### config.mk
export PLATFORM = sky130hd
export DESIGN_NAME = debounced_list_navigator
export DESIGN_NICKNAME = d
export VERILOG_FILES = /design/src/rtl/dlnav_pkg.sv /design/src/rtl/dlnav_debounce.sv /design/src/rtl/debounced_list_navigator.sv
export SDC_FILE = /design/constraint.sdc
export NUM_CORES = 1
export LEC_CHECK = 0
export ABC_CLOCK_PERIOD_IN_PS = 18200
export BUFFER_PORTS_ARGS = -buffer_cell sky130_fd_sc_hd__buf_2
export CAP_MARGIN = 40
export CELL_PAD_IN_SITES_DETAIL_PLACEMENT = 0
export CELL_PAD_IN_SITES_GLOBAL_PLACEMENT = 1
export CORE_MARGIN = 3
export CORE_UTILIZATION = 45
export DETAILED_ROUTE_END_ITERATION = 6
export PLACE_DENSITY_LB_ADDON = 0.08
export SYNTH_ARGS = -nofsm -noshare
export SYNTH_HDL_FRONTEND = slang
export SYNTH_SLANG_ARGS = --single-unit
### constraint.sdc
create_clock -name clk -period 18.2 [get_ports clk]
set_input_delay 1.82 -clock clk [delete_from_list [all_inputs] [get_ports clk]]
set_output_delay 1.82 -clock clk [all_outputs]
set_load 0.05 [all_outputs]
### src/rtl/dlnav_pkg.sv
// ----------------------------------------------------------------------------
// dlnav_pkg
// Shared types and constants of the debounced list navigator: register
// indexes, reset values, field widths and the click group between modules.
// ----------------------------------------------------------------------------
package dlnav_pkg;

    // Number of debounced buttons (up, down, select, back)
    localparam int NUM_BUTTONS = 4;

    // Field widths
    localparam int TIME_W     = 32;
    localparam int DEBOUNCE_W = 16;
    localparam int ROWS_W     = 5;
    localparam int INDEX_W    = 8;

    // Stream widths, whole bytes
    localparam int S_DATA_W = 48;
    localparam int M_DATA_W = 24;

    // Register reset values
    localparam logic [DEBOUNCE_W-1:0] DEBOUNCE_RESET = 16'd35;
    localparam logic [ROWS_W-1:0]     ROWS_RESET     = 5'd5;

    // Largest list the menu handles
    localparam int MAX_ENTRIES = 256;

    // Entry count ceiling as seen by the cursor logic (entry_count is 8 bits)
    localparam logic [INDEX_W:0] COUNT_CAP =
        (MAX_ENTRIES > 255) ? 9'd255 : 9'(MAX_ENTRIES);

    // Configuration register indexes
    typedef enum logic [0:0] {
        CFG_DEBOUNCE_TIME = 1'b0,
        CFG_VISIBLE_ROWS  = 1'b1
    } cfg_index_t;

    // Clicks produced by the debouncer for one sample
    typedef struct packed {
        logic back_click;
        logic select_click;
        logic down_click;
        logic up_click;
    } btn_click_t;

endpackage

### src/rtl/dlnav_debounce.sv
// ----------------------------------------------------------------------------
// dlnav_debounce
// Timestamp debouncer for the four buttons. Tracks the last raw level, the
// time of its last change and the stable level, and flags a click when a
// button settles to pressed.
// ----------------------------------------------------------------------------
module dlnav_debounce
(
    input  logic                                 clk,
    input  logic                                 rst_n,
    input  logic                                 step,
    input  logic [dlnav_pkg::TIME_W-1:0]         now_ms,
    input  logic [dlnav_pkg::NUM_BUTTONS-1:0]    raw,
    input  logic [dlnav_pkg::DEBOUNCE_W-1:0]     debounce_time,
    output dlnav_pkg::btn_click_t                click
);
    import dlnav_pkg::*;

    logic [NUM_BUTTONS-1:0] raw_last_reg;
    logic [NUM_BUTTONS-1:0] raw_last_next;
    logic [NUM_BUTTONS-1:0] stable_reg;
    logic [NUM_BUTTONS-1:0] stable_next;
    logic [TIME_W-1:0]      change_time_reg [NUM_BUTTONS];
    logic [TIME_W-1:0]      change_time_next [NUM_BUTTONS];
    logic [NUM_BUTTONS-1:0] click_vec;

    // Per button: restart the timer on a raw change, settle after the hold time
    always_comb
    begin
        logic [TIME_W-1:0] held;
        for (int b = 0; b < NUM_BUTTONS; b++)
        begin
            raw_last_next[b]    = raw_last_reg[b];
            change_time_next[b] = change_time_reg[b];
            stable_next[b]      = stable_reg[b];
            click_vec[b]        = 1'b0;
            if (raw[b] != raw_last_reg[b])
            begin
                raw_last_next[b]    = raw[b];
                change_time_next[b] = now_ms;
            end
            held = now_ms - change_time_next[b];
            if ((held >= {{(TIME_W-DEBOUNCE_W){1'b0}}, debounce_time}) &&
                (stable_reg[b] != raw_last_next[b]))
            begin
                stable_next[b] = raw_last_next[b];
                click_vec[b]   = raw_last_next[b];
            end
        end
    end

    assign click.up_click     = step & click_vec[0];
    assign click.down_click   = step & click_vec[1];
    assign click.select_click = step & click_vec[2];
    assign click.back_click   = step & click_vec[3];

    // Advance button state once per processed sample
    always_ff @(posedge clk or negedge rst_n)
    begin
        if (!rst_n)
        begin
            raw_last_reg <= '0;
            stable_reg   <= '0;
            for (int b = 0; b < NUM_BUTTONS; b++)
            begin
                change_time_reg[b] <= '0;
            end
        end
        else if (step)
        begin
            raw_last_reg <= raw_last_next;
            stable_reg   <= stable_next;
            for (int b = 0; b < NUM_BUTTONS; b++)
            begin
                change_time_reg[b] <= change_time_next[b];
            end
        end
    end

    // Button state moves only on a processed sample
    a_hold_when_idle: assert property (@(posedge clk) disable iff (!rst_n)
        !step |=> $stable(stable_reg) && $stable(raw_last_reg))
        else $error("debouncer state changed without a sample");

    // A click means the button is now stable pressed
    a_click_pressed: assert property (@(posedge clk) disable iff (!rst_n)
        click.up_click |=> stable_reg[0])
        else $error("up click without stable press");

    // A click is a change of stable level
    a_click_edge: assert property (@(posedge clk) disable iff (!rst_n)
        click.select_click |-> !stable_reg[2])
        else $error("select click while already stable pressed");

endmodule

### src/rtl/debounced_list_navigator.sv
// ----------------------------------------------------------------------------
// debounced_list_navigator
// Debounces four buttons by timestamp and drives a scrolling list menu with
// a cursor, a window start, a detail view and a redraw flag.
// ----------------------------------------------------------------------------
// Path: the input register loads a sample when it is accepted, and the result
// register loads that sample's result when the input register advances.
// Throughput: one sample per cycle; the result register frees while the
// next sample is in the input register, so stalls only when m_tready is low.
// Reset: all button, menu and snapshot state clears; debounce_time returns
// to 35 and visible_rows to 5; the first result always asks for a redraw.
module debounced_list_navigator
(
    input  logic                                 clk,
    input  logic                                 rst_n,
    // s_tdata: now_ms[31:0], up_pressed[32], down_pressed[33],
    // select_pressed[34], back_pressed[35], scan_found[36],
    // entry_count[44:37], zero fill [47:45]
    input  logic                                 s_tvalid,
    output logic                                 s_tready,
    input  logic [dlnav_pkg::S_DATA_W-1:0]       s_tdata,
    // m_tdata: cursor[7:0], window_first[15:8], detail_mode[16],
    // scan_done[17], redraw[18], zero fill [23:19]
    output logic                                 m_tvalid,
    input  logic                                 m_tready,
    output logic [dlnav_pkg::M_DATA_W-1:0]       m_tdata,
    input  logic                                 cfg_we,
    input  logic                                 cfg_index,
    input  logic [dlnav_pkg::DEBOUNCE_W-1:0]     cfg_wdata
);
    import dlnav_pkg::*;

    // Configuration registers
    logic [DEBOUNCE_W-1:0] debounce_reg;
    logic [ROWS_W-1:0]     rows_reg;

    // Input register
    logic                   in_valid_reg;
    logic [TIME_W-1:0]      now_reg;
    logic [NUM_BUTTONS-1:0] raw_reg;
    logic                   scan_found_reg;
    logic [INDEX_W-1:0]     count_reg;

    // Menu state
    logic [INDEX_W-1:0] cursor_reg, cursor_next;
    logic [INDEX_W-1:0] window_reg, window_next;
    logic               detail_reg, detail_next;
    logic               scan_latch_reg, scan_latch_next;
    logic [17:0]        snap_reg, snap_next;
    logic               snap_valid_reg;
    logic               redraw;

    // Result register
    logic               out_valid_reg;
    logic [M_DATA_W-1:0] out_data_reg;

    logic       advance;
    logic [ROWS_W-1:0]  rows_eff;
    logic [INDEX_W:0]   count_eff;
    logic [INDEX_W:0]   cursor_inc;
    logic [INDEX_W-1:0] cursor_dec;
    logic [INDEX_W:0]   window_end;
    btn_click_t         click;

    assign advance  = in_valid_reg & (~out_valid_reg | m_tready);
    assign s_tready = ~in_valid_reg | advance;
    assign m_tvalid = out_valid_reg;
    assign m_tdata  = out_data_reg;

    // Write configuration registers
    always_ff @(posedge clk or negedge rst_n)
    begin
        if (!rst_n)
        begin
            debounce_reg <= DEBOUNCE_RESET;
            rows_reg     <= ROWS_RESET;
        end
        else if (cfg_we)
        begin
            case (cfg_index_t'(cfg_index))
                CFG_DEBOUNCE_TIME: debounce_reg <= cfg_wdata;
                CFG_VISIBLE_ROWS:  rows_reg     <= cfg_wdata[ROWS_W-1:0];
                default:           debounce_reg <= debounce_reg;
            endcase
        end
    end

    // Capture the incoming sample
    always_ff @(posedge clk or negedge rst_n)
    begin
        if (!rst_n)
        begin
            in_valid_reg <= 1'b0;
        end
        else if (s_tready)
        begin
            in_valid_reg <= s_tvalid;
        end
    end

    always_ff @(posedge clk)
    begin
        if (s_tvalid && s_tready)
        begin
            now_reg        <= s_tdata[31:0];
            raw_reg        <= s_tdata[35:32];
            scan_found_reg <= s_tdata[36];
            count_reg      <= s_tdata[44:37];
        end
    end

    dlnav_debounce u_debounce
    (
        .clk           (clk),
        .rst_n         (rst_n),
        .step          (advance),
        .now_ms        (now_reg),
        .raw           (raw_reg),
        .debounce_time (debounce_reg),
        .click         (click)
    );

    // Menu update: first click in priority order wins
    always_comb
    begin
        rows_eff   = (rows_reg == '0) ? ROWS_W'(1) : rows_reg;
        count_eff  = ({1'b0, count_reg} > COUNT_CAP) ? COUNT_CAP : {1'b0, count_reg};
        cursor_inc = {1'b0, cursor_reg} + 9'd1;
        cursor_dec = cursor_reg - 8'd1;
        window_end = {1'b0, window_reg} + {4'b0, rows_eff};

        cursor_next     = cursor_reg;
        window_next     = window_reg;
        detail_next     = detail_reg;
        scan_latch_next = scan_latch_reg | scan_found_reg;

        if (click.up_click && !detail_reg)
        begin
            if (cursor_reg != '0)
            begin
                cursor_next = cursor_dec;
                if (cursor_dec < window_reg)
                begin
                    window_next = window_reg - 8'd1;
                end
            end
        end
        else if (click.down_click && !detail_reg)
        begin
            if (cursor_inc < count_eff)
            begin
                cursor_next = cursor_inc[INDEX_W-1:0];
                if (cursor_inc >= window_end)
                begin
                    window_next = window_reg + 8'd1;
                end
            end
        end
        else if (click.select_click)
        begin
            if (!detail_reg)
            begin
                if (scan_latch_next && (count_eff != '0))
                begin
                    detail_next = 1'b1;
                end
            end
            else
            begin
                detail_next = 1'b0;
            end
        end
        else if (click.back_click)
        begin
            detail_next = 1'b0;
        end

        snap_next = {scan_latch_next, detail_next, window_next, cursor_next};
        redraw    = ~snap_valid_reg | (snap_next != snap_reg);
    end

    // Commit menu state and the drawn snapshot
    always_ff @(posedge clk or negedge rst_n)
    begin
        if (!rst_n)
        begin
            cursor_reg     <= '0;
            window_reg     <= '0;
            detail_reg     <= 1'b0;
            scan_latch_reg <= 1'b0;
            snap_reg       <= '0;
            snap_valid_reg <= 1'b0;
        end
        else if (advance)
        begin
            cursor_reg     <= cursor_next;
            window_reg     <= window_next;
            detail_reg     <= detail_next;
            scan_latch_reg <= scan_latch_next;
            if (redraw)
            begin
                snap_reg       <= snap_next;
                snap_valid_reg <= 1'b1;
            end
        end
    end

    // Result register: load on advance, drop when taken
    always_ff @(posedge clk or negedge rst_n)
    begin
        if (!rst_n)
        begin
            out_valid_reg <= 1'b0;
        end
        else if (advance)
        begin
            out_valid_reg <= 1'b1;
        end
        else if (m_tready)
        begin
            out_valid_reg <= 1'b0;
        end
    end

    always_ff @(posedge clk)
    begin
        if (advance)
        begin
            out_data_reg <= {5'b0, redraw, snap_next};
        end
    end

    // The window never starts past the cursor
    a_window_le_cursor: assert property (@(posedge clk) disable iff (!rst_n)
        window_reg <= cursor_reg)
        else $error("window start beyond cursor");

    // Detail view is only reachable after a scan completed
    a_detail_needs_scan: assert property (@(posedge clk) disable iff (!rst_n)
        detail_reg |-> scan_latch_reg)
        else $error("detail view without scan result");

    // The cursor moves at most one entry per sample
    a_cursor_step: assert property (@(posedge clk) disable iff (!rst_n)
        ##1 (cursor_reg == $past(cursor_reg) ||
             {1'b0, cursor_reg} == {1'b0, $past(cursor_reg)} + 9'd1 ||
             {1'b0, cursor_reg} + 9'd1 == {1'b0, $past(cursor_reg)}))
        else $error("cursor jumped");

    // A result whose state differs from the snapshot must request a redraw
    a_redraw_on_change: assert property (@(posedge clk) disable iff (!rst_n)
        advance && snap_valid_reg && (snap_next != snap_reg) |=> out_data_reg[18])
        else $error("state change without redraw");

endmodule
==> impl_metrics.csv <==
group,metric,value,unit
place,dp_hpwl,48000,um
global_routing,grt_pass1_vias,17700,
critical_path,cp-startpoint,"raw_reg[1]",
critical_path,crit_end,"snap_reg[17]",
timing,fin_crit_sh,48.4,%
timing,relSlewSlack,44.5,%
yosys,synth_edf_count,64,
power_and_ir_drop,p_per_area,170,nW/um^2
power_and_ir_drop,p_sw,0.00187,W
critical_path,critPathMaxFanout,28,
power_and_ir_drop,total_power,0.00402,W
critical_path,timing.rr.start,"raw_reg[1]",
clock_tree,postCtsSetupBuffers,0,
critical_path,worstPathRequired,18.63,ns
routing,drtAntennaViolNets,0,
timing,setup_viol,0,
routing,drtIter0Drc,1369,
critical_path,start_kind,"register",
timing,fmax,114,MHz
die,fp.dieW,225,um
timing,rsz0062_at_grt,"false",
routing,wl_per_cell,20.7,um
clock_tree,path_clk_slew,0.06,ns
place,globalplace.congestion,0.920,
power_and_ir_drop,power.leakage,10.4,nW
hold_path,worstHoldPathType,"register to register",
power_and_ir_drop,p_int,0.00215,W
yosys,yosys.area_share.simple,16.1,%
timing,period_needed,8.81,ns
yosys,yosysMostFrequentCell,"nand2_1",
critical_path,critical_path_class,"register to register",
yosys,synth-seq-cells,260,
clock_tree,hold_buffers,0,
clock_tree,cts_made_buffers,35,
die,rows,79,
clock_tree,cts-resized-gates,0,
yosys,netlist_instances,2464,
critical_path,end_kind,"register",
clock_tree,cts_tree,"built",
yosys,synth_ff_type,"dfrtp_1",
power_and_ir_drop,p_comb_share,59.7,%
flow_run,cap_violations,0,
critical_path,critPathMaxStageDelay,0.68,ns
final_layout,antenna_cells,0,
final_layout,drive_gt1_share,9.07,%
global_routing,grt_max_degree,184,
yosys,synth_top_area_share,22.1,%
routing,dr.pass1.iters,7,
global_routing,grt_pass1_wl,101000,um
yosys,synth_fa_ha_area_share,13.1,%
yosys,synth_top_family_by_area,"compound AO/OA/AOI/OAI gates",
yosys,post_synth_num_cell_types,98,
timing,fin_setup_tns,0,ns
routing,drt_wl_total,64500,um
timing,slew_viol_final,0,
global_routing,track_usage,25.3,%
critical_path,worstPathArrival,9.24,ns
place,place.port_buffers,87,
timing,finalClockSkew,0.0182,ns
critical_path,ff2ff_setup_slack,9.39,ns
yosys,synth_xor_xnor_area_share,6.04,%
place,placed_area,22500,sq um
power_and_ir_drop,swShare,46.6,%
final_layout,areaGrowthSynthToFinish,9.15,%
final_layout,fin_util,50.2,%
outcome,outcome,"complete, but fails checks",
yosys,ys_warn_count,0,
die,die_area,50800,sq um
final_layout,largest_reg_flops,128,
die,design.core.area,47100,sq um
clock_tree,clockBufferDepth,3,
die,die_h,225,um
routing,vias_per_cell,5.97,
timing,final-hold-violation-count,0,
yosys,async_flop_share,75.4,%
clock_tree,htreeDepth,2,
global_routing,grt_overflow,0,
final_layout,design_area,23600,sq um
power_and_ir_drop,seq_power_share,23.5,%
final_layout,nets,2770,
yosys,synth_compound_area_share,21.9,%
global_routing,antenna_found_initial,0,
clock_tree,clock-sinks,260,
yosys,synth_top_cell_by_area,"dfrtp_1",
yosys,syn_avg_cell_area,8.78,sq um
power_and_ir_drop,ir_worst_vdd,108,uV
timing,worstMarginPinSlew,0.811,ns
power_and_ir_drop,p_clk_share,16.8,%
die,start_util,46.0,%
critical_path,r2r_end,"snap_reg[17]",
outcome,violations,"design-rule violations",
yosys,synth_common_cells,"nand2_1, o21ai_0, ha_1",
clock_tree,insertion_delay,0.55,ns
yosys,synthMuxAreaShare,7.24,%
critical_path,crit_slowest_cell,"ha_2",
routing,drc,1,
routing,vias,18600,
yosys,seq_area_frac_synth,31.6,%
die,boundaryPins,96,
yosys,syn_area,21600,sq um
clock_tree,clockRootBuffer,"clkbuf_16",
critical_path,reg2regPathDepth,28,
yosys,synthTopCellsByArea,"dfrtp_1, ha_1, edfxtp_1",
logic make-up after synthesis:
logic type,Yosys count
adder cells (fa/ha/maj),225
AND/OR/NAND/NOR,721
AO/OA/AOI/OAI,734
flip-flops,260
buffers and inverters,225
XOR/XNOR,146
multiplexers,152
other,1
stage by stage:
stage	hold slack [ns]	worst slack, ns	instances
2_1_floorplan	0.420	10.77	2468
3_3_place_gp	0.429	9.51	3046
3_5_place_dp	0.436	9.41	3049
4_1_cts	0.449	9.40	3111
5_1_grt	0.482	8.80	3111
6_report	0.448	9.39	3111
layout make-up:
type | instances | area (sq um)
tap | 607 | 759
inverter | 96 | 360
clock buffer | 46 | 978
clock inverter | 16 | 121
fill | 4479 | 23400
timing repair buffer | 103 | 608
sequential | 260 | 6830
multi-input combinational | 1983 | 14000
routing by layer:
| metal | share of wire [%] | track usage, % | vias up |
|---|---|---|---|
| met2 | 45 | 40.6 | 458 |
| met4 | 3.9 | 9.74 | 0 |
| met3 | 4.9 | 3.37 | 111 |
| li1 | - | - | 9072 |
| met1 | 46 | 34.8 | 8924 |
| met5 | 0 | 0 | - |
worst max-delay path, delay by kind of cell, from the launching register on:
kind | cells | cell delay [ns]
compound gates | 10 | 2.98
simple gates | 11 | 3.08
mux | 1 | 0.40
flops | 1 | 0.40
xor+xnor | 2 | 0.49
buf+inv | 1 | 0.07
fa+ha+maj | 3 | 1.21
worst min path at each step:
stage	from	to	slack [ns]	depth (start not counted)
2_1_floorplan	scan_latch_reg	scan_latch_reg	0.42	1
3_3_place_gp	scan_latch_reg	scan_latch_reg	0.43	1
3_5_place_dp	scan_latch_reg	scan_latch_reg	0.44	1
4_1_cts	scan_latch_reg	scan_latch_reg	0.45	1
5_1_grt	scan_latch_reg	scan_latch_reg	0.48	1
6_report	scan_latch_reg	scan_latch_reg	0.45	1
cells in the final DEF (no fill, tap or decap), drive strengths merged, types with 64 or more instances in the layout:
| cell | netlist | routed |
|---|---|---|
| nand2 | 283 | 283 |
| dfrtp | 191 | 191 |
| nor2 | 128 | 128 |
| edfxtp | 64 | 64 |
| mux2i | 115 | 115 |
| inv | 95 | 96 |
| a21oi | 158 | 158 |
| o21ai | 247 | 247 |
| xnor2 | 85 | 85 |
| ha | 217 | 217 |
| buf | 23 | 103 |
power groups by stage:
stage,sequential [W],combinational (W),clock [W]
CTS,0.000944,0.00239,0.000695
finish,0.000944,0.00240,0.000675
global placement,0.000946,0.00234,0
detailed placement,0.000954,0.00237,0
floorplan,0.000908,0.00182,0
global route,0.000970,0.00269,0.000717
No activity file was read; power rests on OpenSTA's default activity.
